**src/hdl/ecg_pkg.sv**
```systemverilog
// ----------------------------------------------------------------------------
// ecg_pkg
// shared constants and types of the exponential chirp generator
// ----------------------------------------------------------------------------
package ecg_pkg;

    localparam int SINE_TABLE_BITS = 10;
    localparam int CORDIC_STEPS    = 16;
    localparam int CW              = 34;

    localparam logic [47:0] ONE_Q42 = 48'h040000000000;
    localparam logic [47:0] MAX48   = 48'hFFFFFFFFFFFF;
    localparam logic [CW-1:0] CORDIC_X0 = CW'(652032874);

    localparam logic [2:0] ADDR_GROWTH = 3'd0;
    localparam logic [2:0] ADDR_TURNS  = 3'd1;
    localparam logic [2:0] ADDR_AMP    = 3'd2;
    localparam logic [2:0] ADDR_COUNT  = 3'd3;

    typedef struct packed {
        logic [47:0] growth_factor;
        logic [31:0] turns_per_unit;
        logic [14:0] amplitude;
        logic [23:0] sample_count;
    } cfg_t;

    function automatic logic [CW-1:0] atan_turn(input logic [3:0] i);
        logic [CW-1:0] v;
        case (i)
            4'd0:    v = CW'(536870912);
            4'd1:    v = CW'(316933406);
            4'd2:    v = CW'(167458907);
            4'd3:    v = CW'(85004756);
            4'd4:    v = CW'(42667331);
            4'd5:    v = CW'(21354465);
            4'd6:    v = CW'(10679838);
            4'd7:    v = CW'(5340245);
            4'd8:    v = CW'(2670163);
            4'd9:    v = CW'(1335087);
            4'd10:   v = CW'(667544);
            4'd11:   v = CW'(333772);
            4'd12:   v = CW'(166886);
            4'd13:   v = CW'(83443);
            4'd14:   v = CW'(41722);
            default: v = CW'(20861);
        endcase
        return v;
    endfunction

endpackage

```
**src/hdl/ecg_serial_mul.sv**
```systemverilog
// ----------------------------------------------------------------------------
// ecg_serial_mul
// unsigned shift-add multiplier, four multiplier bits per cycle
// ----------------------------------------------------------------------------
module ecg_serial_mul (
    input  logic        clk,
    input  logic        rst_n,
    input  logic        start,
    input  logic [47:0] a,
    input  logic [47:0] b,
    output logic        done,
    output logic [95:0] product
);
    import ecg_pkg::*;

    logic [47:0] a_reg, a_next;
    logic [47:0] b_reg, b_next;
    logic [95:0] acc_reg, acc_next;
    logic [3:0]  cnt_reg, cnt_next;
    logic        busy_reg, busy_next;
    logic        done_reg, done_next;
    logic [51:0] part;

    assign part = {4'd0, a_reg} * {48'd0, b_reg[3:0]};

    always_comb
    begin
        a_next    = a_reg;
        b_next    = b_reg;
        acc_next  = acc_reg;
        cnt_next  = cnt_reg;
        busy_next = busy_reg;
        done_next = 1'b0;
        if (start)
        begin
            a_next    = a;
            b_next    = b;
            acc_next  = '0;
            cnt_next  = '0;
            busy_next = 1'b1;
        end
        else if (busy_reg)
        begin
            // add digit product at the top, then shift right one digit
            acc_next = {({1'b0, acc_reg[95:48]} + {1'b0, part[47:0]}) , acc_reg[47:4]}
                       + {part[51:48], 92'd0};
            b_next   = {4'd0, b_reg[47:4]};
            cnt_next = cnt_reg + 4'd1;
            if (cnt_reg == 4'd11)
            begin
                busy_next = 1'b0;
                done_next = 1'b1;
            end
        end
    end

    always_ff @(posedge clk or negedge rst_n)
    begin
        if (!rst_n)
        begin
            busy_reg <= 1'b0;
            done_reg <= 1'b0;
            cnt_reg  <= '0;
        end
        else
        begin
            busy_reg <= busy_next;
            done_reg <= done_next;
            cnt_reg  <= cnt_next;
        end
    end

    always_ff @(posedge clk)
    begin
        a_reg   <= a_next;
        b_reg   <= b_next;
        acc_reg <= acc_next;
    end

    assign done    = done_reg;
    assign product = acc_reg;
endmodule

```
**src/hdl/ecg_cordic.sv**
```systemverilog
// ----------------------------------------------------------------------------
// ecg_cordic
// iterative rotation-mode cordic, one step per cycle, scaled by amplitude
// ----------------------------------------------------------------------------
module ecg_cordic (
    input  logic                              clk,
    input  logic                              rst_n,
    input  logic                              start,
    input  logic [ecg_pkg::SINE_TABLE_BITS-1:0] phase,
    input  logic [14:0]                       amplitude,
    output logic                              done,
    output logic signed [15:0]                sample
);
    import ecg_pkg::*;

    typedef enum logic [1:0] {S_IDLE, S_ROT, S_SCALE} state_t;

    state_t             state_reg;
    logic signed [CW-1:0] x_reg, x_next;
    logic signed [CW-1:0] y_reg, y_next;
    logic signed [CW-1:0] z_reg, z_next;
    logic [3:0]         i_reg;
    logic               done_reg;
    logic signed [15:0] sample_reg;
    logic signed [CW-1:0] z0;
    logic signed [CW-1:0] a32;
    logic signed [CW+16:0] prod;
    logic signed [CW+16:0] scaled;
    logic signed [16:0]  amp_s;

    always_comb
    begin
        a32 = CW'({phase, {(32 - SINE_TABLE_BITS){1'b0}}});
        if (a32[31])
            a32 = a32 - (CW'(1) <<< 32);
        z0 = a32;
        if (a32 > $signed(CW'(1) <<< 30))
            z0 = $signed(CW'(1) <<< 31) - a32;
        else if (a32 < -$signed(CW'(1) <<< 30))
            z0 = -$signed(CW'(1) <<< 31) - a32;
    end

    always_comb
    begin
        if (!z_reg[CW-1])
        begin
            x_next = x_reg - (y_reg >>> i_reg);
            y_next = y_reg + (x_reg >>> i_reg);
            z_next = z_reg - atan_turn(i_reg);
        end
        else
        begin
            x_next = x_reg + (y_reg >>> i_reg);
            y_next = y_reg - (x_reg >>> i_reg);
            z_next = z_reg + atan_turn(i_reg);
        end
    end

    assign amp_s  = {2'b00, amplitude};
    assign prod   = y_reg * amp_s;
    assign scaled = (prod + (51'sd1 <<< 29)) >>> 30;

    always_ff @(posedge clk or negedge rst_n)
    begin
        if (!rst_n)
        begin
            state_reg <= S_IDLE;
            done_reg  <= 1'b0;
            i_reg     <= '0;
        end
        else
        begin
            done_reg <= 1'b0;
            case (state_reg)
                S_IDLE:
                begin
                    if (start)
                    begin
                        x_reg     <= CORDIC_X0;
                        y_reg     <= '0;
                        z_reg     <= z0;
                        i_reg     <= '0;
                        state_reg <= S_ROT;
                    end
                end
                S_ROT:
                begin
                    x_reg <= x_next;
                    y_reg <= y_next;
                    z_reg <= z_next;
                    i_reg <= i_reg + 4'd1;
                    if (i_reg == 4'(CORDIC_STEPS - 1))
                        state_reg <= S_SCALE;
                end
                S_SCALE:
                begin
                    if (scaled > 51'(amp_s))
                        sample_reg <= 16'(amp_s);
                    else if (scaled < -51'(amp_s))
                        sample_reg <= -16'(amp_s);
                    else
                        sample_reg <= scaled[15:0];
                    done_reg  <= 1'b1;
                    state_reg <= S_IDLE;
                end
                default: state_reg <= S_IDLE;
            endcase
        end
    end

    assign done   = done_reg;
    assign sample = sample_reg;
endmodule

```
**src/hdl/exponential_chirp_generator_unit.sv**
```systemverilog
// ----------------------------------------------------------------------------
// exponential_chirp_generator_unit
// exponential sine sweep source, one sample per input beat
// ----------------------------------------------------------------------------
// usage:
//   each input beat (s_tdata[0] = restart) asks for one output sample beat
//   (m_tdata = sample, m_tlast = last). restart sets the sweep to sample zero
//   before the sample is formed.
//   while a sweep runs, m_tvalid rises after the digit-serial phase
//   multiply, the cordic stepping one angle per cycle plus scaling and
//   the growth update multiply, in that order.
//   an ended sweep raises m_tvalid the cycle after the input beat.
//   the block takes one item at a time.
//   the output register holds the beat; s_tready rises again only once the
//   result is taken, so a stalled receiver holds the whole block.
//   reset: r = 1.0, index 0, registers to their reset values, no beat held.
//   configuration is to be written over the 64-bit apb port while idle;
//   the user is bound to this, the block itself does not enforce it.
// ----------------------------------------------------------------------------
module exponential_chirp_generator_unit (
    input  logic        clk,
    input  logic        rst_n,
    input  logic        s_tvalid,
    output logic        s_tready,
    input  logic [7:0]  s_tdata,   // restart
    output logic        m_tvalid,
    input  logic        m_tready,
    output logic [15:0] m_tdata,   // sample
    output logic        m_tlast,
    input  logic        psel,
    input  logic        penable,
    input  logic        pwrite,
    input  logic [4:0]  paddr,
    input  logic [63:0] pwdata,
    output logic [63:0] prdata,
    output logic        pready
);
    import ecg_pkg::*;

    typedef enum logic [2:0] {S_IDLE, S_PHASE, S_SINE, S_GROW, S_OUT} state_t;

    state_t       state_reg;
    cfg_t         cfg_reg;
    logic [23:0]  index_reg;
    logic [47:0]  r_reg;
    logic         last_reg;
    logic [15:0]  sample_reg;
    logic         mul_start;
    logic [47:0]  mul_a, mul_b;
    logic         mul_done;
    logic [95:0]  mul_p;
    logic         cor_start;
    logic         cor_done;
    logic signed [15:0] cor_sample;
    logic         neg_phase;
    logic [13:0]  phase_top;
    logic [SINE_TABLE_BITS-1:0] phase_cur;
    logic [47:0]  r_cur;
    logic [23:0]  idx_cur;
    logic         wr_en;
    logic [2:0]   reg_sel;
    logic [49:0]  grown;

    assign pready  = 1'b1;
    assign wr_en   = psel & penable & pwrite;
    assign reg_sel = {1'b0, paddr[4:3]};

    always_comb
    begin
        case (reg_sel)
            ADDR_GROWTH: prdata = {16'd0, cfg_reg.growth_factor};
            ADDR_TURNS:  prdata = {32'd0, cfg_reg.turns_per_unit};
            ADDR_AMP:    prdata = {49'd0, cfg_reg.amplitude};
            ADDR_COUNT:  prdata = {40'd0, cfg_reg.sample_count};
            default:     prdata = '0;
        endcase
    end

    assign r_cur   = s_tdata[0] ? ONE_Q42 : r_reg;
    assign idx_cur = s_tdata[0] ? 24'd0 : index_reg;

    ecg_serial_mul u_mul (
        .clk     (clk),
        .rst_n   (rst_n),
        .start   (mul_start),
        .a       (mul_a),
        .b       (mul_b),
        .done    (mul_done),
        .product (mul_p)
    );

    ecg_cordic u_cordic (
        .clk       (clk),
        .rst_n     (rst_n),
        .start     (cor_start),
        .phase     (phase_cur),
        .amplitude (cfg_reg.amplitude),
        .done      (cor_done),
        .sample    (cor_sample)
    );

    assign mul_start = (state_reg == S_IDLE && s_tvalid && idx_cur < cfg_reg.sample_count)
                       || (state_reg == S_SINE && cor_done);
    assign mul_a = (state_reg == S_IDLE) ? (r_cur - ONE_Q42) : r_reg;
    assign mul_b = (state_reg == S_IDLE) ? {16'd0, cfg_reg.turns_per_unit}
                                         : cfg_reg.growth_factor;
    assign cor_start = (state_reg == S_PHASE) && mul_done;
    assign grown = 50'(mul_p[95:46]) + 50'(mul_p[45]);

    // r below 1.0: the 48-bit difference lacks its sign extension
    assign neg_phase = (r_reg < ONE_Q42);
    assign phase_top = mul_p[61:48]
                       - (neg_phase ? cfg_reg.turns_per_unit[13:0] : 14'd0);
    assign phase_cur = phase_top[13 -: SINE_TABLE_BITS];

    always_ff @(posedge clk or negedge rst_n)
    begin
        if (!rst_n)
        begin
            state_reg  <= S_IDLE;
            cfg_reg.growth_factor  <= 48'h400000000000;
            cfg_reg.turns_per_unit <= '0;
            cfg_reg.amplitude      <= 15'd32767;
            cfg_reg.sample_count   <= 24'd48000;
            index_reg  <= '0;
            r_reg      <= ONE_Q42;
            last_reg   <= 1'b0;
        end
        else
        begin
            if (wr_en)
            begin
                case (reg_sel)
                    ADDR_GROWTH: cfg_reg.growth_factor <= pwdata[47:0];
                    ADDR_TURNS:  cfg_reg.turns_per_unit <= pwdata[31:0];
                    ADDR_AMP:    cfg_reg.amplitude <= pwdata[14:0];
                    ADDR_COUNT:  cfg_reg.sample_count <= pwdata[23:0];
                    default:     ;
                endcase
            end
            case (state_reg)
                S_IDLE:
                begin
                    if (s_tvalid)
                    begin
                        r_reg     <= r_cur;
                        index_reg <= idx_cur;
                        if (idx_cur >= cfg_reg.sample_count)
                        begin
                            sample_reg <= '0;
                            last_reg   <= 1'b1;
                            state_reg  <= S_OUT;
                        end
                        else
                        begin
                            last_reg  <= (idx_cur + 24'd1 == cfg_reg.sample_count);
                            state_reg <= S_PHASE;
                        end
                    end
                end
                S_PHASE:
                begin
                    if (mul_done)
                        state_reg <= S_SINE;
                end
                S_SINE:
                begin
                    if (cor_done)
                    begin
                        sample_reg <= cor_sample;
                        state_reg  <= S_GROW;
                    end
                end
                S_GROW:
                begin
                    if (mul_done)
                    begin
                        r_reg     <= (grown > 50'(MAX48)) ? MAX48 : grown[47:0];
                        index_reg <= index_reg + 24'd1;
                        state_reg <= S_OUT;
                    end
                end
                S_OUT:
                begin
                    if (m_tready)
                        state_reg <= S_IDLE;
                end
                default: state_reg <= S_IDLE;
            endcase
        end
    end

    assign s_tready = (state_reg == S_IDLE);
    assign m_tvalid = (state_reg == S_OUT);
    assign m_tdata  = sample_reg;
    assign m_tlast  = last_reg;
endmodule

```
**config.mk**
```make
export PLATFORM = sky130hd
export DESIGN_NAME = exponential_chirp_generator_unit
export DESIGN_NICKNAME = d
export VERILOG_FILES = /design/src/hdl/ecg_pkg.sv /design/src/hdl/ecg_serial_mul.sv /design/src/hdl/ecg_cordic.sv /design/src/hdl/exponential_chirp_generator_unit.sv
export SDC_FILE = /design/constraint.sdc
export NUM_CORES = 2
export LEC_CHECK = 0
export ABC_AREA = 1
export BUFFER_PORTS_ARGS = -buffer_cell sky130_fd_sc_hd__buf_2
export CORE_MARGIN = 4
export CORE_UTILIZATION = 30
export DETAILED_ROUTE_END_ITERATION = 6
export GPL_TIMING_DRIVEN = 0
export PLACE_DENSITY = 0.43
export RECOVER_POWER = 50
export SLEW_MARGIN = 10
export SYNTH_ARGS = -nofsm -noshare
export SYNTH_HDL_FRONTEND = slang
export SYNTH_SLANG_ARGS = --single-unit
```
**constraint.sdc**
```tcl
create_clock -name clk -period 7.6 [get_ports clk]
set_input_delay 1.14 -clock clk [delete_from_list [all_inputs] [get_ports clk]]
set_output_delay 1.14 -clock clk [all_outputs]
set_load 0.05 [all_outputs]
```
==> impl_results.md <==
* DR WL/cell at 21.16 um
* Sequential share of the synthesized area at 0.2067
* CTS clk-pin slew, worst paths at 70 ps
* Syn_area_per_cell at ~7.2 sq um
* Yosys warns at 0
* First-pass GRT wire length at approximately 380000 um
* Hold Vio Cnt, Final at 0
* Tcrit/Tclk final at 1.072
* Setup WS post-layout at -544.4 ps
* Predominant post-synthesis flop cell: edfxtp_1
* Netlist cell types at 80
* Status: complete, but fails checks
* Worst setup EP type: register
* Cts bufs inserted at 70
* Largest area contributor in the netlist: fa_1
* Post-DP HPWL at about 200000 um
* Slew Limit Fails at 136
* Critical path launch point type: register
* Initial DRC count at 4384
* CTS HTree Levels at 3
* Crit path kind: register to register
* Dpl cell area at 68210 sq um
* Yosys reg bits at 489
* DRT antenna net count at 0
* RePlAce Congestion at 0.9522
* Worst Tran Pin Value at 3314 ps
* Filler instances at between 20k and 25k
* Top post-synthesis cells by area: fa_1, nand2_1, edfxtp_1
* CTS root buf: clkbuf_16
* FFs w/ async S/R, synth at 0.4254
* Critical Path RT at 8070 ps
* Die height at 468.7 um
* Vias at 59.05k
* Largest net degree at the start of global routing at 84
* Die X at 468.7 um
* Vias/cell at 4.913
* WP data arrival at 8610 ps
* Final nets at a little over 10k
* Final Util at 0.3552
* Synthesized area at 63680 sq um
* WL final at 254400 um
* Fmax achieved at 122.8 MHz
* CTS tree: built
* Largest register FFs at 119
* Layout cells sized above 1 at 0.1105
* Initial Util at 0.3026
* Placed cells at 11.76k
* Clk_skew at 60.55 ps
* EDFF count, synth at 230
* CTS Hold Bufs at 0
* Initial antenna violation count at 6
* Slowest cell delay on critical path at 580 ps
* CTS sink count at slightly below 500
* Commonest non-fill, non-tap cell in the layout: nand2_1
* CP max FO at 7
* Unrepaired setup endpoints after global routing: true
* Critical-path top delay cell: fa_2
* Hold Path Class: register to register
* IO buf count at 123
* Clock Path Buffers at 3
* Layout Cells excl Fill at around 12k
* Slew HR at -1.209
* Cells after Synth at roughly 8.8k
* Global route overflow at 0
* Final min period at roughly 8000 ps
* Synth top area share at 0.1820
* DIE AREA at about 220000 sq um
* Ports at 168
* Tot GR Track Use at 0.2284
* Vias in the first global route at 59.30k
* Layout Area Growth over Synthesis at 17.38%
* Core Rows at about 170
* Most frequent cells in the layout: nand2_1, inv_1, nor2_1, fa_1, o21ai_0
* Max-cap viol count at 2
* Design Area, Final at 74750 sq um
* Worst-Skew Late Latency at 720 ps
* Drt drc at 0
* Setup violators final at 16
* Drt first pass iters at 6
* Failing checks: max-capacitance violations, max-slew violations, negative setup slack
* Core area at 210400 sq um
## final timing paths
kind | start | end | slack [ps] | cells past startpoint
min in group asynchronous | rst_n | cfg_reg[112]$_DFFE_PN0P_ | 1520 | 1
worst min-delay path | u_mul.product[46]$_SDFFE_PN0P_ | u_mul.product[46]$_SDFFE_PN0P_ | 470 | 2
worst min register to register | u_mul.product[46]$_SDFFE_PN0P_ | u_mul.product[46]$_SDFFE_PN0P_ | 470 | 2
max in group asynchronous | rst_n | cfg_reg[51]$_DFFE_PN0P_ | 2420 | 3
worst max-delay path | cfg_reg[36]$_DFFE_PN1P_ | u_cordic.sample[5]$_DFFE_PP_ | -540 | 43
worst max register to register | cfg_reg[36]$_DFFE_PN1P_ | u_cordic.sample[5]$_DFFE_PP_ | -540 | 43
## worst max-delay path, delay by kind of cell (launching register included)
family | cells | cell delay, ps
adder cells (fa/ha/maj) | 8 | 3640
AND/OR/NAND/NOR | 19 | 2070
buffers and inverters | 12 | 1110
flip-flops | 1 | 560
AO/OA/AOI/OAI | 3 | 310
XOR/XNOR | 1 | 140
## cells in the mapped netlist, types with 11 or more instances
master	number
inv_2	20
o21bai_1	17
o221ai_1	11
inv_1	1775
o22ai_1	22
mux2i_1	47
a211oi_1	17
nor2_2	16
a31oi_1	102
or2_2	22
nand2_1	2046
clkbuf_1	220
xnor2_1	86
ha_1	446
buf_4	22
o21ai_1	112
dfxtp_1	51
nor3_1	74
a21oi_1	503
buf_1	55
o21a_1	43
a221o_1	14
o211ai_1	43
nor2_1	626
nand4_1	59
o31ai_1	13
dfstp_2	24
buf_2	44
dfrtp_1	184
edfxtp_1	230
a21o_1	21
xor2_1	208
nor4_1	36
fa_1	579
a21boi_0	18
nand3_1	293
o21ai_0	567
## cells by family (layout without fill, tap and decap cells)
group	Yosys count	count (layout)	share of synthesized area
xor+xnor	295	295	0.04069
compound gates	1551	1551	0.1359
fa+ha+maj	1025	1025	0.2697
buf+inv	2150	2542	0.1298
simple gates	3243	3243	0.2096
flops	489	489	0.2067
mux	48	48	0.007565
other cells	2	22	0.0001179
## timing repair
action | 4_1_cts | 5_1_grt
cloned | 7 | 4
pin swaps | 161 | 171
endpoints found under the setup margin | 40 | 23
resized for setup | 557 | 277
buffers inserted | 89 | 34
## through the flow
step	TNS [ps]	hold slack, ps	worst slack, ps
finish	-8117	473.0	-544.4
global route	-13410	496.3	-875.4
CTS	-9926	315.4	-653.5
detailed placement	-44740	463.2	-2311
global placement	-913370	456.8	-7453
floorplan	0	442.6	10.44
## area by class of cell
class                   count  area, sq um  area share
diodes                      5        12.51   0.0001674
plain buffers             345         2718     0.03636
clock inverters            29        377.9    0.005055
multi-input cells        6179        44250      0.5921
inverters                1801         6780     0.09071
repair buffers            268         1982     0.02651
clock buffers              99         1943     0.02600
flip-flops and latches    489        13170      0.1762
well taps                2805         3510     0.04695
## layer usage
metal  wire length (um)  up-vias  GRT usage  part of all wire
met5                  0        -          0                 0
met4               6871        0    0.05797             0.027
met3              10640      261    0.02143             0.042
met2             115100     1310     0.3686              0.45
met1             121800    29030     0.3277              0.48
li1                   -    28450          -                 -
Power is left out: the tool's default activity adds up to more than one toggle a clock period on the data nets, which glitch-free logic cannot reach.
